### src/hdl/sha256h_pkg.sv
// SHA-256 constants and round/schedule functions.
// No dependencies; imported by sha256_byte_stream_hasher_unit.
package sha256h_pkg;

  localparam int RoundCount = 64;
  localparam int SchedWords = 16;
  localparam int HashWords  = 8;

  typedef logic [31:0] word_t;

  localparam word_t K_TAB [RoundCount] = '{
    32'h428a2f98, 32'h71374491, 32'hb5c0fbcf, 32'he9b5dba5,
    32'h3956c25b, 32'h59f111f1, 32'h923f82a4, 32'hab1c5ed5,
    32'hd807aa98, 32'h12835b01, 32'h243185be, 32'h550c7dc3,
    32'h72be5d74, 32'h80deb1fe, 32'h9bdc06a7, 32'hc19bf174,
    32'he49b69c1, 32'hefbe4786, 32'h0fc19dc6, 32'h240ca1cc,
    32'h2de92c6f, 32'h4a7484aa, 32'h5cb0a9dc, 32'h76f988da,
    32'h983e5152, 32'ha831c66d, 32'hb00327c8, 32'hbf597fc7,
    32'hc6e00bf3, 32'hd5a79147, 32'h06ca6351, 32'h14292967,
    32'h27b70a85, 32'h2e1b2138, 32'h4d2c6dfc, 32'h53380d13,
    32'h650a7354, 32'h766a0abb, 32'h81c2c92e, 32'h92722c85,
    32'ha2bfe8a1, 32'ha81a664b, 32'hc24b8b70, 32'hc76c51a3,
    32'hd192e819, 32'hd6990624, 32'hf40e3585, 32'h106aa070,
    32'h19a4c116, 32'h1e376c08, 32'h2748774c, 32'h34b0bcb5,
    32'h391c0cb3, 32'h4ed8aa4a, 32'h5b9cca4f, 32'h682e6ff3,
    32'h748f82ee, 32'h78a5636f, 32'h84c87814, 32'h8cc70208,
    32'h90befffa, 32'ha4506ceb, 32'hbef9a3f7, 32'hc67178f2
  };

  localparam word_t H_INIT [HashWords] = '{
    32'h6a09e667, 32'hbb67ae85, 32'h3c6ef372, 32'ha54ff53a,
    32'h510e527f, 32'h9b05688c, 32'h1f83d9ab, 32'h5be0cd19
  };

  localparam logic [7:0] PAD_BYTE = 8'h80;

  function automatic word_t big_sig0(input word_t x);
    return {x[1:0], x[31:2]} ^ {x[12:0], x[31:13]} ^ {x[21:0], x[31:22]};
  endfunction

  function automatic word_t big_sig1(input word_t x);
    return {x[5:0], x[31:6]} ^ {x[10:0], x[31:11]} ^ {x[24:0], x[31:25]};
  endfunction

  function automatic word_t small_sig0(input word_t x);
    return {x[6:0], x[31:7]} ^ {x[17:0], x[31:18]} ^ {3'b000, x[31:3]};
  endfunction

  function automatic word_t small_sig1(input word_t x);
    return {x[16:0], x[31:17]} ^ {x[18:0], x[31:19]} ^ {10'b0, x[31:10]};
  endfunction

endpackage

### src/hdl/sha256_byte_stream_hasher_unit.sv
// SHA-256 byte-stream hasher, top level.
// Depends on sha256h_pkg (round constants, initial hash, sigma functions).

// Hashes a message that arrives one byte per input transfer (cmd 0) and,
// on a finish transfer (cmd 1), pads it, compresses the last block(s) and
// returns the eight digest words as eight output transfers, word 0 first,
// with out_last on word 7; the hasher then re-arms for a new message.
// The 64th data byte of a block starts a compression, during which the
// hasher is busy: 64 rounds, each stepping through the read phases
// PH_RD_A and PH_RD_B (set by the two read ports of the 16-word schedule
// memory), PH_W and PH_RND, then a fold of the working variables into
// the hash. A finish first writes the remaining pad words, then runs one
// compression; when 56 or more bytes are buffered a second block follows,
// with all 16 words rewritten as pad words and another compression. The
// hasher then holds the eight digest words for output transfers.
// in_ready is high only while the hasher is idle. The 16-word memory is
// both the block buffer and the rolling message schedule; bytes are
// packed four to a word before they are written.
module sha256_byte_stream_hasher_unit
  import sha256h_pkg::*;
(
  input  logic        clk,
  input  logic        rst_n,
  input  logic        in_valid,
  output logic        in_ready,
  input  logic        in_cmd,
  input  logic [7:0]  in_data_byte,
  output logic        out_valid,
  input  logic        out_ready,
  output logic [31:0] out_digest_word,
  output logic [2:0]  out_word_index,
  output logic        out_last
);

  // sequencer states
  localparam logic [2:0] ST_IDLE = 3'd0;
  localparam logic [2:0] ST_PAD  = 3'd1;
  localparam logic [2:0] ST_COMP = 3'd2;
  localparam logic [2:0] ST_FOLD = 3'd3;
  localparam logic [2:0] ST_OUT  = 3'd4;

  // round phases
  localparam logic [1:0] PH_RD_A = 2'd0;  // read w[t-2], w[t-7] (or w[t])
  localparam logic [1:0] PH_RD_B = 2'd1;  // read w[t-15], w[t-16]
  localparam logic [1:0] PH_W    = 2'd2;  // form w[t], write back (rounds 16..63)
  localparam logic [1:0] PH_RND  = 2'd3;  // round update

  logic [2:0]  state_r;
  logic [1:0]  ph_r;
  logic [5:0]  rnd_r;
  logic [3:0]  wp_r;        // pad word pointer
  logic [5:0]  fill_r;      // bytes in current block
  logic [60:0] total_r;     // message length in bytes
  logic        final_r;     // this compression belongs to a finish
  logic        extra_r;     // another padded block follows
  logic        out_valid_r;
  logic [2:0]  out_idx_r;
  word_t       h_r [HashWords];

  word_t       acc_r;       // byte packer
  word_t       acc_nxt;
  word_t       v_r [HashWords];
  word_t       w_r, tmp_r, hk_r, part_r, t2_r;
  word_t       out_word_r;

  // schedule / block memory
  word_t       wmem [SchedWords];
  word_t       rd0_r, rd1_r;
  logic [3:0]  raddr0, raddr1;
  logic        we;
  logic [3:0]  waddr;
  word_t       wdata;

  logic        in_xfer, out_xfer;
  logic        early;       // rounds 0..15 use the loaded block directly
  word_t       pad_word, pad_fill_word, w_calc, t1;
  word_t       hnew [HashWords];

  assign in_ready  = (state_r == ST_IDLE);
  assign in_xfer   = in_valid && in_ready;
  assign out_valid = out_valid_r;
  assign out_xfer  = out_valid_r && out_ready;

  assign out_digest_word = out_word_r;
  assign out_word_index  = out_idx_r;
  assign out_last        = (out_idx_r == 3'd7);

  assign acc_nxt = {acc_r[23:0], in_data_byte};
  // buffered bytes, then 0x80, left-justified; stale bytes shift out
  assign pad_word = {acc_r[23:0], PAD_BYTE} << {~fill_r[1:0], 3'b000};
  assign early = (rnd_r[5:4] == 2'b00);

  always_comb begin
    pad_fill_word = '0;
    if (!extra_r && wp_r == 4'd14) begin
      pad_fill_word = total_r[60:29];
    end else if (!extra_r && wp_r == 4'd15) begin
      pad_fill_word = {total_r[28:0], 3'b000};
    end
  end

  assign w_calc = early ? tmp_r : tmp_r + small_sig0(rd0_r) + rd1_r;
  assign t1 = part_r + w_r;

  always_comb begin
    for (int i = 0; i < HashWords; i++) begin
      hnew[i] = h_r[i] + v_r[i];
    end
  end

  // memory read addresses
  always_comb begin
    raddr0 = rnd_r[3:0];
    raddr1 = rnd_r[3:0] - 4'd7;
    if (ph_r == PH_RD_A) begin
      raddr0 = early ? rnd_r[3:0] : rnd_r[3:0] - 4'd2;
    end else begin
      raddr0 = rnd_r[3:0] - 4'd15;
      raddr1 = rnd_r[3:0];
    end
  end

  // single write port: byte packer, pad sequencer or schedule update
  always_comb begin
    we    = 1'b0;
    waddr = fill_r[5:2];
    wdata = acc_nxt;
    case (state_r)
      ST_IDLE: begin
        if (in_xfer && in_cmd) begin
          we    = 1'b1;
          wdata = pad_word;
        end else if (in_xfer && fill_r[1:0] == 2'b11) begin
          we = 1'b1;
        end
      end
      ST_PAD: begin
        we    = 1'b1;
        waddr = wp_r;
        wdata = pad_fill_word;
      end
      ST_COMP: begin
        we    = (ph_r == PH_W) && !early;
        waddr = rnd_r[3:0];
        wdata = w_calc;
      end
      default: begin
        we = 1'b0;
      end
    endcase
  end

  always_ff @(posedge clk) begin
    if (we) begin
      wmem[waddr] <= wdata;
    end
    rd0_r <= wmem[raddr0];
    rd1_r <= wmem[raddr1];
  end

  // control
  always_ff @(posedge clk) begin
    if (!rst_n) begin
      state_r     <= ST_IDLE;
      ph_r        <= PH_RD_A;
      rnd_r       <= '0;
      wp_r        <= '0;
      fill_r      <= '0;
      total_r     <= '0;
      final_r     <= 1'b0;
      extra_r     <= 1'b0;
      out_valid_r <= 1'b0;
      out_idx_r   <= '0;
      for (int i = 0; i < HashWords; i++) begin
        h_r[i] <= H_INIT[i];
      end
    end else begin
      case (state_r)
        ST_IDLE: begin
          ph_r  <= PH_RD_A;
          rnd_r <= '0;
          if (in_xfer && !in_cmd) begin
            fill_r  <= fill_r + 6'd1;
            total_r <= total_r + 61'd1;
            final_r <= 1'b0;
            if (fill_r == 6'd63) begin
              state_r <= ST_COMP;
            end
          end else if (in_xfer) begin
            final_r <= 1'b1;
            extra_r <= (fill_r[5:3] == 3'b111);
            wp_r    <= fill_r[5:2] + 4'd1;
            state_r <= (fill_r[5:2] == 4'd15) ? ST_COMP : ST_PAD;
          end
        end
        ST_PAD: begin
          wp_r <= wp_r + 4'd1;
          if (wp_r == 4'd15) begin
            state_r <= ST_COMP;
          end
        end
        ST_COMP: begin
          ph_r <= ph_r + 2'd1;
          if (ph_r == PH_RND) begin
            rnd_r <= rnd_r + 6'd1;
            if (rnd_r == 6'd63) begin
              state_r <= ST_FOLD;
            end
          end
        end
        ST_FOLD: begin
          for (int i = 0; i < HashWords; i++) begin
            h_r[i] <= hnew[i];
          end
          if (final_r && extra_r) begin
            extra_r <= 1'b0;
            wp_r    <= '0;
            state_r <= ST_PAD;
          end else if (final_r) begin
            out_valid_r <= 1'b1;
            out_idx_r   <= '0;
            state_r     <= ST_OUT;
          end else begin
            state_r <= ST_IDLE;
          end
        end
        ST_OUT: begin
          if (out_xfer) begin
            out_idx_r <= out_idx_r + 3'd1;
            if (out_idx_r == 3'd7) begin
              // re-arm for the next message
              out_valid_r <= 1'b0;
              fill_r      <= '0;
              total_r     <= '0;
              final_r     <= 1'b0;
              state_r     <= ST_IDLE;
              for (int i = 0; i < HashWords; i++) begin
                h_r[i] <= H_INIT[i];
              end
            end
          end
        end
        default: begin
          state_r <= ST_IDLE;
        end
      endcase
    end
  end

  // datapath
  always_ff @(posedge clk) begin
    if (in_xfer && !in_cmd) begin
      acc_r <= acc_nxt;
    end
    if (state_r == ST_COMP) begin
      case (ph_r)
        PH_RD_A: begin
          hk_r <= v_r[7] + K_TAB[rnd_r];
        end
        PH_RD_B: begin
          tmp_r <= early ? rd0_r : small_sig1(rd0_r) + rd1_r;
        end
        PH_W: begin
          w_r    <= w_calc;
          part_r <= hk_r + big_sig1(v_r[4]) + ((v_r[4] & v_r[5]) ^ (~v_r[4] & v_r[6]));
          t2_r   <= big_sig0(v_r[0]) +
                    ((v_r[0] & v_r[1]) ^ (v_r[0] & v_r[2]) ^ (v_r[1] & v_r[2]));
        end
        PH_RND: begin
          v_r[7] <= v_r[6];
          v_r[6] <= v_r[5];
          v_r[5] <= v_r[4];
          v_r[4] <= v_r[3] + t1;
          v_r[3] <= v_r[2];
          v_r[2] <= v_r[1];
          v_r[1] <= v_r[0];
          v_r[0] <= t1 + t2_r;
        end
        default: begin
          w_r <= w_r;
        end
      endcase
    end else begin
      // load working variables ahead of each compression
      for (int i = 0; i < HashWords; i++) begin
        v_r[i] <= h_r[i];
      end
    end
    if (state_r == ST_FOLD) begin
      out_word_r <= hnew[0];
    end else if (out_xfer) begin
      out_word_r <= h_r[out_idx_r + 3'd1];
    end
  end

  // checks
  a_out_only_in_out_state: assert property (@(posedge clk) disable iff (!rst_n)
    out_valid_r |-> (state_r == ST_OUT))
    else $error("digest presented outside output state");

  a_no_overlap: assert property (@(posedge clk) disable iff (!rst_n)
    in_ready |-> !out_valid_r)
    else $error("input taken while digest pending");

  a_last_rearms: assert property (@(posedge clk) disable iff (!rst_n)
    (out_xfer && out_last) |=> (in_ready && fill_r == 6'd0 && total_r == 61'd0))
    else $error("hasher not re-armed after final digest word");

  a_round_end_folds: assert property (@(posedge clk) disable iff (!rst_n)
    (state_r == ST_COMP && ph_r == PH_RND && rnd_r == 6'd63) |=> (state_r == ST_FOLD))
    else $error("compression did not end in fold");

endmodule
### config.mk
export PLATFORM = sky130hd
export DESIGN_NAME = sha256_byte_stream_hasher_unit
export DESIGN_NICKNAME = d
export VERILOG_FILES = /design/src/hdl/sha256h_pkg.sv /design/src/hdl/sha256_byte_stream_hasher_unit.sv
export SDC_FILE = /design/constraint.sdc
export NUM_CORES = 2
export LEC_CHECK = 0
export ABC_CLOCK_PERIOD_IN_PS = 9220
export BUFFER_PORTS_ARGS = -buffer_cell sky130_fd_sc_hd__buf_2
export CORE_ASPECT_RATIO = 0.7
export CORE_MARGIN = 8
export CORE_UTILIZATION = 30
export CTS_BUF_LIST = sky130_fd_sc_hd__clkbuf_4 sky130_fd_sc_hd__clkbuf_8 sky130_fd_sc_hd__clkbuf_16
export CTS_CLUSTER_SIZE = 16
export DETAILED_ROUTE_END_ITERATION = 8
export HOLD_SLACK_MARGIN = 0.05
export PLACE_DENSITY = 0.5
export SYNTH_ARGS = -nofsm -noshare
export SYNTH_HDL_FRONTEND = slang
export SYNTH_SLANG_ARGS = --single-unit
### constraint.sdc
create_clock -name clk -period 9.22 [get_ports clk]
set_input_delay 0.461 -clock clk [delete_from_list [all_inputs] [get_ports clk]]
set_output_delay 0.461 -clock clk [all_outputs]
set_load 0.02 [all_outputs]
# Yosys cells after proc, flatten, opt, wreduce, memory -nomap -nowiden
# Memories as Yosys holds them, arrays and structs flattened. A register that Yosys moved wholly into a read port is not among the register bits.
# Index checks and enable logic that the tools add are counted.
[classes] add_sub_neg=28 magnitude_cmp=1 eq_ne=28 shift=1 muxes=99 bitwise_logic=43 n_reduce_logical=32
[ops] cell="$mux 32" count=33
[ops] cell="$add 32x32->32" count=18
[ops] cell="$xor 32x32->32" count=9
[ops] cell="$mux 61" count=3
[ops] cell="$and 32x32->32" count=5
[ops] cell="$pmux 61 s2" count=1
[ops] cell="$pmux 32 s3" count=1
[ops] cell="$add 61x1->61 const B" count=1
[ops] cell="$mux 3" count=13
[ops] cell="$not 32->32" count=1
[ops] cell="$shl 32x5->32" count=1
[ops] cell="$xor 32x22->32" count=1
[ops] cell="$xor 32x29->32" count=1
[ops] cell="$mux 1" count=26
[ops] cell="$mux 4" count=6
[ops] cell="$mux 6" count=4
[ops] cell="$or 1x1->1" count=24
[ops] cell="$pmux 6 s2" count=2
[ops] cell="$reduce_and 4->1" count=5
[ops] cell="$ne 2x2->1 const B" count=9
[ops] cell="$pmux 3 s5" count=1
[ops] cell="$add 6x1->6 const B" count=2
[ops] cell="$eq 4x4->1 const B" count=3
[ops] cell="$eq 6x6->1 const B" count=2
[ops] cell="33 further kinds" count=60
[totals] regBits=304 mem_bits_rw=1024 mem_bits_ro=2048 out_inout_bits=38 memories=4
[memory_table] memory="(no name shown)" depth=64 word_bits=32 read_ports=1 rd_ports_with_merged_regs=0 write_ports=0 line_no="sha256_byte_stream_hasher_unit.sv:258" rtl="hk_r <= v_r[7] + K_TAB[rnd_r];"
[memory_table] memory="wmem" depth=16 word_bits=32 read_ports=2 rd_ports_with_merged_regs=2 write_ports=1 line_no="sha256_byte_stream_hasher_unit.sv:67" rtl="word_t wmem [SchedWords];"
[memory_table] memory="h_r" depth=8 word_bits=32 read_ports=9 rd_ports_with_merged_regs=0 write_ports=8 line_no="sha256_byte_stream_hasher_unit.sv:58" rtl="word_t h_r [HashWords];"
[memory_table] memory="v_r" depth=8 word_bits=32 read_ports=8 rd_ports_with_merged_regs=0 write_ports=8 line_no="sha256_byte_stream_hasher_unit.sv:62" rtl="word_t v_r [HashWords];"

# Logic depth before layout (Yosys ltp)
[depth] word_depth=8 ltp_mapped=26 ltp_nobuf=25

# Worst setup path after synthesis
# Ideal clock, no wire load.
[synth_path] path_kind="register -> register" start="reg state_r[0]" end="mem v_r[0][0] (netlist name) (enable)" setup_time_ns=0.664 arrival_time_ns=7.154 path_slack_ns=1.401 stages_incl_launch_ff=7 path_buffers=3 period_less_slack_ns=7.819 cell_sequence="dfxtp_1 > clkbuf_1 > nor2_1 > and2_0 > clkbuf_1 > buf_1 > nand2b_1"
[synth_rtl] element="from (decl)" line_no="sha256_byte_stream_hasher_unit.sv:48" rtl="logic [2:0] state_r;"
[synth_rtl] element="from (signal assigned)" line_no="sha256_byte_stream_hasher_unit.sv:193" rtl="state_r <= (fill_r[5:2] == 4'd15) ? ST_COMP : ST_PAD;"
[synth_rtl] element="to (decl)" line_no="sha256_byte_stream_hasher_unit.sv:62"

# Worst setup path after layout
[layout_path] start="reg rnd_r[1]" end="reg hk_r[30] (data pin)"
[layout_via] elab_chain_len=5
[layout_lines] element="from (decl)" line_no="sha256_byte_stream_hasher_unit.sv:50" rtl="logic [5:0] rnd_r;"
[layout_lines] element="from (signal assigned)" line_no="sha256_byte_stream_hasher_unit.sv:205" rtl="rnd_r <= rnd_r + 6'd1;"
[layout_lines] element="$not 6->7 (not written as such)" line_no="sha256_byte_stream_hasher_unit.sv:258"
[layout_lines] element="$mem_v2 64x32"
[layout_lines] element="$mux 32 (not written as such) (2 in series)" line_no="sha256_byte_stream_hasher_unit.sv:258"
[layout_lines] element="$add 32x32->32" line_no="sha256_byte_stream_hasher_unit.sv:258"
[layout_lines] element="to (signal assigned)" line_no="sha256_byte_stream_hasher_unit.sv:258"
[layout_lines] element="to (decl)" line_no="sha256_byte_stream_hasher_unit.sv:63" rtl="word_t w_r, tmp_r, hk_r, part_r, t2_r;"
# Every way passes these cells. The select of a mux whose other input is x is not followed.
# A chain may end at the register's enable or synchronous reset.

==> out/qor.yml <==
status: "finished with violations"
violations: "max-capacitance violations, max-slew violations"
vias: 69302
cts_made_buffers: 159
final-seq-area_um2: 39000
dieWidth_um: 669
insertion_delay_ns: 0.86
cts_tree: "yes"
syn_nets: 9111
yosys_warnings: 0
grt_antenna_before_repair: 31
core_region_area_um2: 298000
synth_area_leaders: "edfxtp_1, mux4_2, ha_1, dfxtp_1, nand2_1"
vias_per_cell: 5.54
period_needed_ns: 6.27
worstSetupPathType: "flop to flop"
synth_cell_types: 93
first_iter_violations: 8081
crit_required_ns: 9.77
drv_cap: 1
fin_crit_sh: 0.680
async_flop_share: 0
post-synth-top-area-cell: "edfxtp_1"
layout-drive-gt1-share: 0.108
syn_area_um2: 89600
postLayoutSetupSlackWorst_ns: 2.95
multi_input_area_um2: 48200
grt_pass1_wl_um: 468000
die-area_um2: 317000
place_area_um2: 94600
ir_drop_mv: 0.253
antenna_left: 0
synth_top_flop_cell: "edfxtp_1"
gp_congestion: 0.943
synth_top_cell_area_share: 0.373
yosysSeqAreaShare: 0.435
stdcell_area_um2: 99900
powerDensity_nw_per_um2: 378
cp-start-kind: "flop"
synth_area_per_cell_um2: 10.6
cts.sinks: 1392
skew_ns: 0.0853
finalSetupViolations: 0
grt_util_all_layers: 0.198
max_slew.worst_pin.slew_ns: 1.56
hold_class: "primary input to flop"
postCtsSetupBuffers: 0
fp.dieH_um: 473
arrival_ns: 6.82
synthCells: 8488
area_delta_synth_final_pct: 11.4
ios: 51
p_leak_nw: 36.8
clk_path_buf_depth: 4
postCtsHoldBufs: 9
synth_edf_count: 1112
drv_slew: 2
grt-ovfl-total: 0
timing.fmax_ghz: 0.160
h-tree-depth: 4
rows: 168
totalWireLength_um: 325000
ys_seq_elements: 1392
routedWlPerCell_um: 26.0
post_cts_resized: 0
hold_violations: 0
power_mw: 37.8
grt_max_degree: 158
place_worst_setup_slack_ns: 3.16
layout_common_cells: "nand2_1, edfxtp_1, a21oi_1"
initial_core_util: 0.300
cp_max_fo: 16
layout_commonest_cell: "nand2_1"
port-buffer-count: 50
fillers: 29864
drcViolationCount: 0
final_nets: 9016
post-dp-hpwl_um: 233000
cts.reportedPaths.clkPinSlew_ns: 0.06
worstSetupEndpointType: "flop"
drt_pass1_iterations: 8
fin_tns_setup_ns: 0
rsz0062_at_grt: "no"
maxSlewHeadroom: -0.0684
grt_pass1_vias: 64834
cts_root_buf: "clkbuf_16"
-- synthesized netlist by cell type (10+ instances only) --
cell / count
maj3_1: 31
nand4_1: 48
a21o_1: 298
inv_1: 250
clkbuf_1: 379
o211ai_1: 60
a211oi_1: 126
o21a_1: 61
and4_1: 15
nor3_1: 88
nor2_1: 457
nand2_1: 1267
or3_1: 63
nor4_1: 11
a211o_1: 13
o22ai_1: 21
a21oi_1: 611
fa_1: 78
nor2b_1: 99
and2_1: 54
o21bai_1: 65
edfxtp_1: 1112
or2_2: 18
a21boi_0: 26
buf_1: 73
o21ai_0: 515
xnor2_1: 470
a31oi_1: 99
dfxtp_1: 280
ha_1: 532
and3_1: 58
a221o_1: 11
mux2i_1: 84
o2111ai_1: 11
a22oi_1: 14
xor2_1: 237
o31ai_1: 33
a31o_2: 10
nor3b_1: 17
nand3b_1: 12
nand2b_1: 103
a221oi_1: 22
nand3_1: 144
mux4_2: 362
-- cells by family after synthesis --
group | after synthesis | share of synthesized area
buffers and inverters | 712 | 0.0300
AND/OR/NAND/NOR | 2482 | 0.124
multiplexers | 455 | 0.101
adder cells (fa/ha/maj) | 641 | 0.0952
XOR/XNOR | 707 | 0.0691
flip-flops | 1392 | 0.435
AO/OA/AOI/OAI | 2099 | 0.146
-- registers in the layout, indices dropped and copies added, names as in the netlist, 4 cells and up --
| name | cells |
|---|---|
| acc_r | 24 |
| fill_r | 6 |
| h_r | 256 |
| hk_r | 32 |
| out_digest_word | 32 |
| part_r | 32 |
| rd0_r | 32 |
| rd1_r | 32 |
| rnd_r | 6 |
| t2_r | 32 |
| tmp_r | 32 |
| total_r | 61 |
| v_r | 256 |
| w_r | 32 |
| wmem | 512 |
| wp_r | 4 |
-- per-layer routing --
| layer | up-vias | GRT usage | routed length, um |
|---|---|---|---|
| li1 | 31167 | - | - |
| met4 | 4 | 0.0362 | 6180 |
| met1 | 34851 | 0.306 | 156000 |
| met2 | 2899 | 0.287 | 136000 |
| met3 | 381 | 0.0364 | 27100 |
| met5 | - | 0 | 27 |
-- critical path, cell delays in order, from the launching register on --
cell and delay [ns]:
dfxtp_1 0.34, clkinv_1 0.35, ha_1 0.99, nor2_1 0.24, nor3_1 0.24, a31oi_1 0.06
mux4_2 0.58, ha_1 0.25, fa_1 0.44, a21o_1 0.17, a21oi_1 0.28, o21ai_0 0.20
a21oi_1 0.17, a21oi_1 0.16, a31oi_1 0.48, nor3_1 0.16, nor4_1 0.38, o21bai_1 0.13
a21oi_1 0.22, xnor2_1 0.08
-- worst paths after layout --
path / cells past startpoint / slack, ns / start / end
worst min register to register: 2 / 0.49 / total_r[60] / total_r[60]
worst min-delay path: 3 / 0.15 / rst_n / rnd_r[3]
worst max register to register: 19 / 2.95 / rnd_r[1] / hk_r[30]
worst max-delay path: 19 / 2.95 / rnd_r[1] / hk_r[30]
-- final cells by class --
class                   instances  area share
multi-input cells            6384       0.483
well taps                    3995      0.0500
clock inverters                63     0.00589
diodes                          6    0.000150
flip-flops and latches       1392       0.391
clock buffers                 217      0.0461
repair buffers                203      0.0150
inverters                     253     0.00953
-- power by group --
group,internal (mW),switching (mW)
combinational,8.38,12.8
clock,3.75,2.77
sequential,8.83,1.31
total,21.0,16.8
-- per-stage QoR --
| step | util | cells | hold slack (ns) |
|---|---|---|---|
| after floorplan | - | 8488 | 0.450 |
| after global placement | 0.317 | 12218 | 0.473 |
| after detailed placement | 0.317 | 12218 | 0.474 |
| after CTS | 0.335 | 12507 | 0.101 |
| after global routing | 0.335 | 12508 | 0.146 |
| final | 0.335 | 12513 | 0.151 |
(Power assumes the default switching activity.)
